==> src/rtl/pdlz_pkg.sv <==
// Shared types and constants for the PalmDOC LZ77 decompressor.
package pdlz_pkg;

    // History memory geometry
    localparam int HIST_DEPTH = 2048;
    localparam int HIST_AW    = $clog2(HIST_DEPTH);
    localparam int CNT_W      = HIST_AW + 1;

    // Back-reference layout: 14-bit word = distance, length code
    localparam int LEN_BITS   = 3;
    localparam int WORD_W     = 14;
    localparam int DIST_W     = WORD_W - LEN_BITS;
    localparam int LRAW_W     = LEN_BITS + 2;
    localparam int LEN_MIN    = 3;
    localparam int MAX_RES    = 10;
    localparam int LEN_W      = $clog2(MAX_RES + 1);
    localparam int HI_W       = WORD_W - 8;
    localparam int LIT_W      = 4;

    // Token byte codes
    localparam logic [7:0] LIT_MIN    = 8'h01;
    localparam logic [7:0] LIT_MAX    = 8'h08;
    localparam logic [7:0] BREF_MIN   = 8'h80;
    localparam logic [7:0] PAIR_MIN   = 8'hC0;
    localparam logic [7:0] PAIR_FLIP  = 8'h80;
    localparam logic [7:0] SPACE_BYTE = 8'h20;

    typedef enum logic [1:0] {
        ST_IDLE,
        ST_ESC,
        ST_COPY
    } t_state;

    // One result byte handed to the output register
    typedef struct packed {
        logic       valid;
        logic [7:0] data;
        logic       run_last;
        logic       record_end;
        logic       bad;
    } t_emit;

    // History memory access for one cycle
    typedef struct packed {
        logic               we;
        logic [HIST_AW-1:0] waddr;
        logic [7:0]         wdata;
        logic               re;
        logic [HIST_AW-1:0] raddr;
    } t_ram_req;

endpackage

==> src/rtl/pdlz_ctrl.sv <==
// Token decoder and copy sequencer driving the history memory.
module pdlz_ctrl (
    input  logic              i_clk,
    input  logic              i_rst_n,
    input  logic              i_in_valid,
    input  logic [7:0]        i_in_byte,
    input  logic              i_in_last,
    output logic              o_in_ready,
    input  logic              i_ld_ok,
    output pdlz_pkg::t_emit   o_emit,
    output pdlz_pkg::t_ram_req o_ram,
    input  logic [7:0]        i_rdata
);
    import pdlz_pkg::*;

    t_state             r_state, n_state;
    logic [HIST_AW-1:0] r_wp, n_wp;
    logic [CNT_W-1:0]   r_cnt, n_cnt;
    logic [LIT_W-1:0]   r_lit, n_lit;
    logic [HI_W-1:0]    r_pend_hi, n_pend_hi;
    logic               r_pend_v, n_pend_v;
    logic               r_last, n_last;
    logic               r_bad, n_bad;
    logic [LEN_W-1:0]   r_len, n_len;
    logic [LEN_W-1:0]   r_rd_cnt, n_rd_cnt;
    logic [LEN_W-1:0]   r_wr_cnt, n_wr_cnt;
    logic [HIST_AW-1:0] r_rd_addr, n_rd_addr;
    logic               r_rd_v, n_rd_v;
    logic [7:0]         r_esc, n_esc;

    logic               w_acc;
    logic               w_clr;
    logic               w_issue;
    logic               w_final;
    logic [WORD_W-1:0]  w_word;
    logic [DIST_W-1:0]  w_dist;
    logic [LRAW_W-1:0]  w_len_raw;
    t_emit              w_emit;
    t_ram_req           w_ram;

    // Decode fields of a back-reference word
    assign w_word    = {r_pend_hi, i_in_byte};
    assign w_dist    = w_word[WORD_W-1:LEN_BITS];
    assign w_len_raw = LRAW_W'(w_word[LEN_BITS-1:0]) + LRAW_W'(LEN_MIN);
    assign w_acc     = i_in_valid && o_in_ready;
    assign w_final   = (r_wr_cnt == r_len - LEN_W'(1));

    // Control registers
    always_ff @(posedge i_clk) begin
        if (!i_rst_n) begin
            r_state   <= ST_IDLE;
            r_wp      <= '0;
            r_cnt     <= '0;
            r_lit     <= '0;
            r_pend_hi <= '0;
            r_pend_v  <= 1'b0;
            r_last    <= 1'b0;
            r_bad     <= 1'b0;
            r_len     <= '0;
            r_rd_cnt  <= '0;
            r_wr_cnt  <= '0;
            r_rd_addr <= '0;
            r_rd_v    <= 1'b0;
        end else begin
            r_state   <= n_state;
            r_wp      <= n_wp;
            r_cnt     <= n_cnt;
            r_lit     <= n_lit;
            r_pend_hi <= n_pend_hi;
            r_pend_v  <= n_pend_v;
            r_last    <= n_last;
            r_bad     <= n_bad;
            r_len     <= n_len;
            r_rd_cnt  <= n_rd_cnt;
            r_wr_cnt  <= n_wr_cnt;
            r_rd_addr <= n_rd_addr;
            r_rd_v    <= n_rd_v;
        end
    end

    // Second byte of a space pair
    always_ff @(posedge i_clk) begin
        r_esc <= n_esc;
    end

    // Next state, result generation and memory access
    always_comb begin
        n_state   = r_state;
        n_wp      = r_wp;
        n_cnt     = r_cnt;
        n_lit     = r_lit;
        n_pend_hi = r_pend_hi;
        n_pend_v  = r_pend_v;
        n_last    = r_last;
        n_bad     = r_bad;
        n_len     = r_len;
        n_rd_cnt  = r_rd_cnt;
        n_wr_cnt  = r_wr_cnt;
        n_rd_addr = r_rd_addr;
        n_rd_v    = r_rd_v;
        n_esc     = r_esc;
        o_in_ready = 1'b0;
        w_clr     = 1'b0;
        w_issue   = 1'b0;
        w_emit    = '0;
        w_ram     = '0;

        case (r_state)
            ST_IDLE: begin
                o_in_ready = i_ld_ok;
                if (w_acc) begin
                    if (r_pend_v) begin
                        // Start a back-reference copy
                        n_pend_v  = 1'b0;
                        n_pend_hi = '0;
                        n_state   = ST_COPY;
                        n_last    = i_in_last;
                        n_bad     = (w_dist == '0) || (CNT_W'(w_dist) > r_cnt);
                        n_len     = (w_len_raw > LRAW_W'(MAX_RES)) ? LEN_W'(MAX_RES)
                                                                  : LEN_W'(w_len_raw);
                        n_rd_cnt  = '0;
                        n_wr_cnt  = '0;
                        n_rd_v    = 1'b0;
                        n_rd_addr = r_wp - HIST_AW'(w_dist);
                    end else if (r_lit != '0) begin
                        n_lit                 = r_lit - LIT_W'(1);
                        w_emit.valid      = 1'b1;
                        w_emit.data       = i_in_byte;
                        w_emit.run_last   = 1'b1;
                        w_emit.record_end = i_in_last;
                        w_clr             = i_in_last;
                    end else if (i_in_byte inside {[LIT_MIN:LIT_MAX]}) begin
                        n_lit = LIT_W'(i_in_byte);
                        w_clr = i_in_last;
                    end else if (i_in_byte >= PAIR_MIN) begin
                        w_emit.valid = 1'b1;
                        w_emit.data  = SPACE_BYTE;
                        n_esc        = i_in_byte ^ PAIR_FLIP;
                        n_last       = i_in_last;
                        n_state      = ST_ESC;
                    end else if (i_in_byte >= BREF_MIN) begin
                        n_pend_hi = i_in_byte[HI_W-1:0];
                        n_pend_v  = 1'b1;
                        w_clr     = i_in_last;
                    end else begin
                        w_emit.valid      = 1'b1;
                        w_emit.data       = i_in_byte;
                        w_emit.run_last   = 1'b1;
                        w_emit.record_end = i_in_last;
                        w_clr             = i_in_last;
                    end
                end
            end
            ST_ESC: begin
                if (i_ld_ok) begin
                    w_emit.valid      = 1'b1;
                    w_emit.data       = r_esc;
                    w_emit.run_last   = 1'b1;
                    w_emit.record_end = r_last;
                    w_clr             = r_last;
                    n_state           = ST_IDLE;
                end
            end
            ST_COPY: begin
                // Emit the byte whose read data has returned
                if (r_rd_v && i_ld_ok) begin
                    w_emit.valid      = 1'b1;
                    w_emit.data       = r_bad ? 8'h00 : i_rdata;
                    w_emit.run_last   = w_final;
                    w_emit.record_end = w_final && r_last;
                    w_emit.bad        = r_bad;
                    n_wr_cnt          = r_wr_cnt + LEN_W'(1);
                    if (w_final) begin
                        n_state = ST_IDLE;
                        w_clr   = r_last;
                    end
                end
                // Issue the next read once the previous one is drained
                w_issue = (r_rd_cnt != r_len) && (!r_rd_v || w_emit.valid);
                if (w_issue) begin
                    w_ram.re  = 1'b1;
                    w_ram.raddr = r_rd_addr;
                    n_rd_addr = r_rd_addr + HIST_AW'(1);
                    n_rd_cnt  = r_rd_cnt + LEN_W'(1);
                    n_rd_v    = 1'b1;
                end else if (w_emit.valid) begin
                    n_rd_v = 1'b0;
                end
            end
            default: begin
                n_state = ST_IDLE;
            end
        endcase

        // Record every emitted byte in the history
        if (w_emit.valid) begin
            w_ram.we    = 1'b1;
            w_ram.waddr = r_wp;
            w_ram.wdata = w_emit.data;
            n_wp        = r_wp + HIST_AW'(1);
            if (r_cnt != CNT_W'(HIST_DEPTH)) begin
                n_cnt = r_cnt + CNT_W'(1);
            end
        end

        // Drop record state at the end of a record
        if (w_clr) begin
            n_wp      = '0;
            n_cnt     = '0;
            n_lit     = '0;
            n_pend_hi = '0;
            n_pend_v  = 1'b0;
        end
    end

    assign o_emit = w_emit;
    assign o_ram  = w_ram;
endmodule

==> config.mk <==
export PLATFORM = sky130hd
export DESIGN_NAME = pdlz_ctrl
export DESIGN_NICKNAME = d
export VERILOG_FILES = /design/src/rtl/pdlz_pkg.sv /design/src/rtl/pdlz_ctrl.sv
export SDC_FILE = /design/constraint.sdc
export NUM_CORES = 1
export LEC_CHECK = 0
export BUFFER_PORTS_ARGS = -buffer_cell sky130_fd_sc_hd__clkbuf_2
export CORE_MARGIN = 8
export CORE_UTILIZATION = 45
export CTS_CLUSTER_DIAMETER = 60
export DETAILED_ROUTE_END_ITERATION = 7
export PLACE_DENSITY = 0.68
export SKIP_LAST_GASP = 1
export SLEW_MARGIN = 20
export SYNTH_ARGS = -nofsm -noshare
export SYNTH_HDL_FRONTEND = slang
export SYNTH_SLANG_ARGS = --single-unit
==> constraint.sdc <==
create_clock -name i_clk -period 2.1 [get_ports i_clk]
set_input_delay 0.315 -clock i_clk [delete_from_list [all_inputs] [get_ports i_clk]]
set_output_delay 0.315 -clock i_clk [all_outputs]
set_load 0.005 [all_outputs]
## Word-level counts from Yosys, hierarchy flattened

Cells that the tools add are included.
W data, S select, Z words.

| operators by class | value |
|---|---|
| add/sub/neg operators | 9 |
| magnitude comparators | 6 |
| equal/unequal tests | 18 |
| muxes and demuxes | 67 |
| bitwise logic cells | 5 |
| reduce and logical (&&, ||, !) cells | 27 |

Operators by type and width:

| operator | count |
|---|---|
| $mux W11 | 9 |
| $mux W12 | 4 |
| $pmux W11 S3 | 1 |
| $mux W6 | 5 |
| $mux W4 | 7 |
| $mux W1 | 23 |
| $add A11 B1 Y11 const B | 2 |
| $pmux W11 S2 | 1 |
| $mux W20 | 1 |
| $mux W2 | 9 |
| $ne A2 B2 Y1 const B | 9 |
| $ge A8 B8 Y1 const B | 2 |
| $pmux W4 S2 | 2 |
| $reduce_and A4 Y1 | 4 |
| $add A12 B1 Y12 const B | 1 |
| $gt A11 B12 Y1 | 1 |
| $ne A12 B12 Y1 const B | 1 |
| $reduce_and A6 Y1 | 2 |
| $logic_not A11 Y1 | 1 |
| $sub A11 B11 Y11 | 1 |
| $mux W9 | 1 |
| $ne A3 B3 Y1 const B | 3 |
| $add A4 B1 Y4 const B | 2 |
| $ge A8 B1 Y1 const B | 1 |
| other kinds (25) | 39 |

| word-level totals | value |
|---|---|
| register bits | 70 |
| input bits | 21 |
| word-level logic and storage cells | 146 |

## Longest topological paths before layout

| depth | value |
|---|---|
| depth after elaboration | 9 |
| gate-level depth with buffers | 10 |
| depth with buffers taken out | 9 |

## Least setup slack after synthesis

No wires, ideal clock.

| path | value |
|---|---|
| kind | reg-to-output |
| start point | register r_lit[0] |
| end point | output o_ram[22] (netlist name) |
| arrival | 1.921 ns |
| required time | 1.785 ns |
| setup slack | -0.136 ns |
| cell stages (with the launch flop) | 9 |
| path buffers | 2 |
| cells stage by stage | dfxtp_1 inv_1 ha_1 or3b_1 clkbuf_1 a2111oi_4 o32ai_4 clkbuf_1 and2_1 |

RTL lines:

| item | RTL line | text |
|---|---|---|
| start, declared | pdlz_ctrl.sv:19 | `logic [LIT_W-1:0] r_lit, n_lit;` |
| start signal, assigned | pdlz_ctrl.sv:68 | `r_lit <= n_lit;` |
| end, declared | pdlz_ctrl.sv:11 | `output pdlz_pkg::t_ram_req o_ram,` |

==> results.yml <==
sta:
  max_slew_margin: 0.6014
  tightest_slew_ps: 593.0
  skew_ps: 9.813
  holdWs_ps: 274.1
  rsz0062_at_grt: "yes"
  fin_ws_ps: -382.8
  setup_viol: 59
  maxSlewViolCount: 0
  min_period_over_period: 1.182
  min_period_ps: 2483
  max_clock_freq_mhz: 402.8
  hold_viol_final: 0
outcome:
  status: "complete, but fails checks"
  failed_checks: "setup timing"
critical_path:
  timing.rr.start: "r_lit[0]$_SDFFE_PP0P_"
  critPathMaxFanout: 9
  reg2reg_setup_slack_ps: -280
  r2r-end: "r_wp[10]$_SDFFE_PP0P_"
  required_ps: 1780
  critPathLaunchType: "register"
  critPathKind: "register to primary output"
  critPathArrivalTime_ps: 2170
  r2r_cells: 12
  cp-end-kind: "primary output"
synth:
  ys_warn_count: 0
  yosysTopAreaCell: "dfxtp_1"
  synth_top_area_share: 0.2677
  synth_area_mm2: 0.004637
  ys_seq_area_frac: 0.3195
  syn_inst: 578
  synth_cell_types: 61
  synth-seq-cells: 70
  syn_area_per_cell_um2: 8.022
  synth-edff-count: 8
  synth_area_leaders: "dfxtp_1 (27%), ha_1 (8.9%), nor2_1 (6.1%), edfxtp_1 (5.2%), nand2_1 (4.2%)"
  yosys_most_used_dff: "dfxtp_1"
  synthesis.nets: 633
  synthArstFlopShare: 0
floorplanning:
  die_x_um: 117.5
  start_util: 0.4553
  placementRows: 37
  chipHeight_um: 117.5
  die-area_mm2: 0.01381
  coreArea_mm2: 0.01018
  ios: 66
global_route:
  grt_overflow: 0
  grt_util_met1: 0.2354
  grt_pass1_vias: 4847
  grt_pass1_wl_um: 23220
  grt_most_used_layer: "met2"
  grt_use_total: 0.2005
  grt_max_degree: 21
  grt_antenna_before_repair: 0
  grtUsageMet3: 0.03981
  grt_util_met2: 0.3544
clock_tree:
  cts_hold_buf: 0
  cts_max_level: 3
  clkSinkCount: 70
  cts.clk_slew.worst_paths_ps: 80
  cts_root_buf: "clkbuf_8"
  cts_tree: "done"
  clk_latency_ps: 360
  cts_buffers: 9
  clock_path_buffers: 2
layout:
  layout_common_cells: "nor2_1 (70), buf_4 (69), dfxtp_1 (57)"
  seq_area_mm2: 0.001488
  final_common_cell: "nor2_1"
  postLayoutCoreUtil: 0.6468
  antennaDiodeCount: 0
  areaGrowthSynthToFinish_pct: 42.07
  finalNonFillerCells: 866
  multi_input_comb_area_mm2: 0.003392
  fin_nets: 780
  drive_gt1_frac: 0.3575
  fill_cells: 845
  finish.instance_area_mm2: 0.006588
detailed_routing:
  viasPerCell: 5.565
  routed_wl_um: 14740
  dr.pass1.iters: 5
  vias: 4819
  drtIter0Drc: 268
  detail_route.wl_per_cell_um: 17.02
  route.detailed.drc: 0
  ant_nets: 0
hold_path:
  whs_path_depth: 3
  hp-class: "input port to register"
  hold_end: "r_last$_SDFFE_PN0P_"
  min_from: "i_in_last"
place:
  portBuffers: 65
  post-place-ws_ps: -266.2
  dp.cells: 829
  dpl_cell_area_mm2: 0.005617
  dpl.hpwl_um: 10250
  routabilityCongestion: 0.8651
power_and_ir_drop:
  vdd_drop_max_v: 0.0002871
  switching_power_w: 0.0008677
  p_leak_nw: 2.867
  intPower_w: 0.002318
  p_seq_frac: 0.435
  switching_share: 0.2724
  combPwrFrac: 0.172
  pwr-share-clk: 0.394
  power.density_mw_per_mm2: 483.5
flow_run:
  max_cap_violations: 0
-- worst max-delay path, stage by stage (launching register included) --
cell,delay [ps]
dfxtp_2,330
inv_2,60
ha_4,130
or3b_4,410
a2111oi_4,260
o32ai_4,180
buf_12,180
and2_1,160
clkbuf_2,110
-- cells by family after synthesis --
kind of cell               share of synthesized area
adders and majority gates                    0.09336
AOI/OAI and AO/OA                             0.1797
and+or+nand+nor                               0.2723
DFF                                           0.3195
xor gates and xnor gates                     0.07366
buffers and inverters                        0.05504
muxes                                       0.006476
-- flip-flops by register name, indices dropped and copies added, names as in the netlist, 2 cells and up --
name and flops:
r_cnt 12, r_esc 8, r_len 4, r_lit 4
r_pend_hi 6, r_rd_addr 11, r_rd_cnt 4, r_state 2
r_wp 11, r_wr_cnt 4
-- power by group through the flow --
stage	logic, W	clock network, W	registers (W)
detailed placement	0.000421	0	0.00142
finish	0.000547	0.00125	0.00139
global placement	0.000412	0	0.00141
floorplan	0.000222	0	0.00141
global route	0.000587	0.00132	0.00139
CTS	0.000497	0.00126	0.00138
-- worst max path at each step --
stage,startpoint,end,slack (ps),cells after the start
2_1_floorplan,r_lit[1]$_SDFFE_PP0P_,o_ram[22],9,8
3_3_place_gp,i_in_byte[6],o_emit[2],-190,8
3_5_place_dp,i_in_byte[0],r_cnt[8]$_SDFFE_PP0P_,-270,11
4_1_cts,r_lit[0]$_SDFFE_PP0P_,o_ram[20],-430,8
5_1_grt,r_lit[0]$_SDFFE_PP0P_,o_ram[20],-470,8
6_report,r_lit[0]$_SDFFE_PP0P_,o_ram[20],-380,8
-- what timing repair did --
action                     4_1_cts  5_1_grt
buffers inserted                16        7
cloned                           3        0
resized for setup               66       78
pin swaps                       26       34
setup endpoints to repair       76       84
-- routing by layer --
layer / wire (µm) / share of wire / vias to the layer above
li1: - / - / 2343
met1: 6167 / 0.42 / 2317
met2: 7544 / 0.51 / 135
met3: 687 / 0.047 / 24
met4: 340 / 0.023 / 0
met5: 0 / 0 / -
-- metrics by stage --
step / power [W] / TNS (ps)
final: 0.003185 / -10980
after global placement: 0.001826 / -7207
after CTS: 0.003139 / -11080
after global routing: 0.003291 / -17040
after detailed placement: 0.001836 / -9399
after floorplan: 0.001635 / 0
-- cells in the mapped netlist (all sizes together) (4+ instances only) --
master	n
a22oi	14
clkbuf	11
nor4	8
nor2b	5
nand3	16
buf	10
nand4	18
nand2b	7
o21ai	29
ha	33
a21oi	35
and2	23
xor2	21
a31oi	4
xnor2	18
dfxtp	62
inv	39
o211ai	4
nand2	53
and3	5
a211oi	8
nor3	20
o21a	5
nor2	75
edfxtp	8
-- cell type report --
cell class	count	share of cell area
clock buffer	12	0.02678
clock inverter	4	0.007787
inverter	39	0.02260
multi-input combinational	449	0.5149
sequential	70	0.2258
tap	136	0.02583
timing repair buffer	156	0.1763
(Power assumes the default switching activity.)
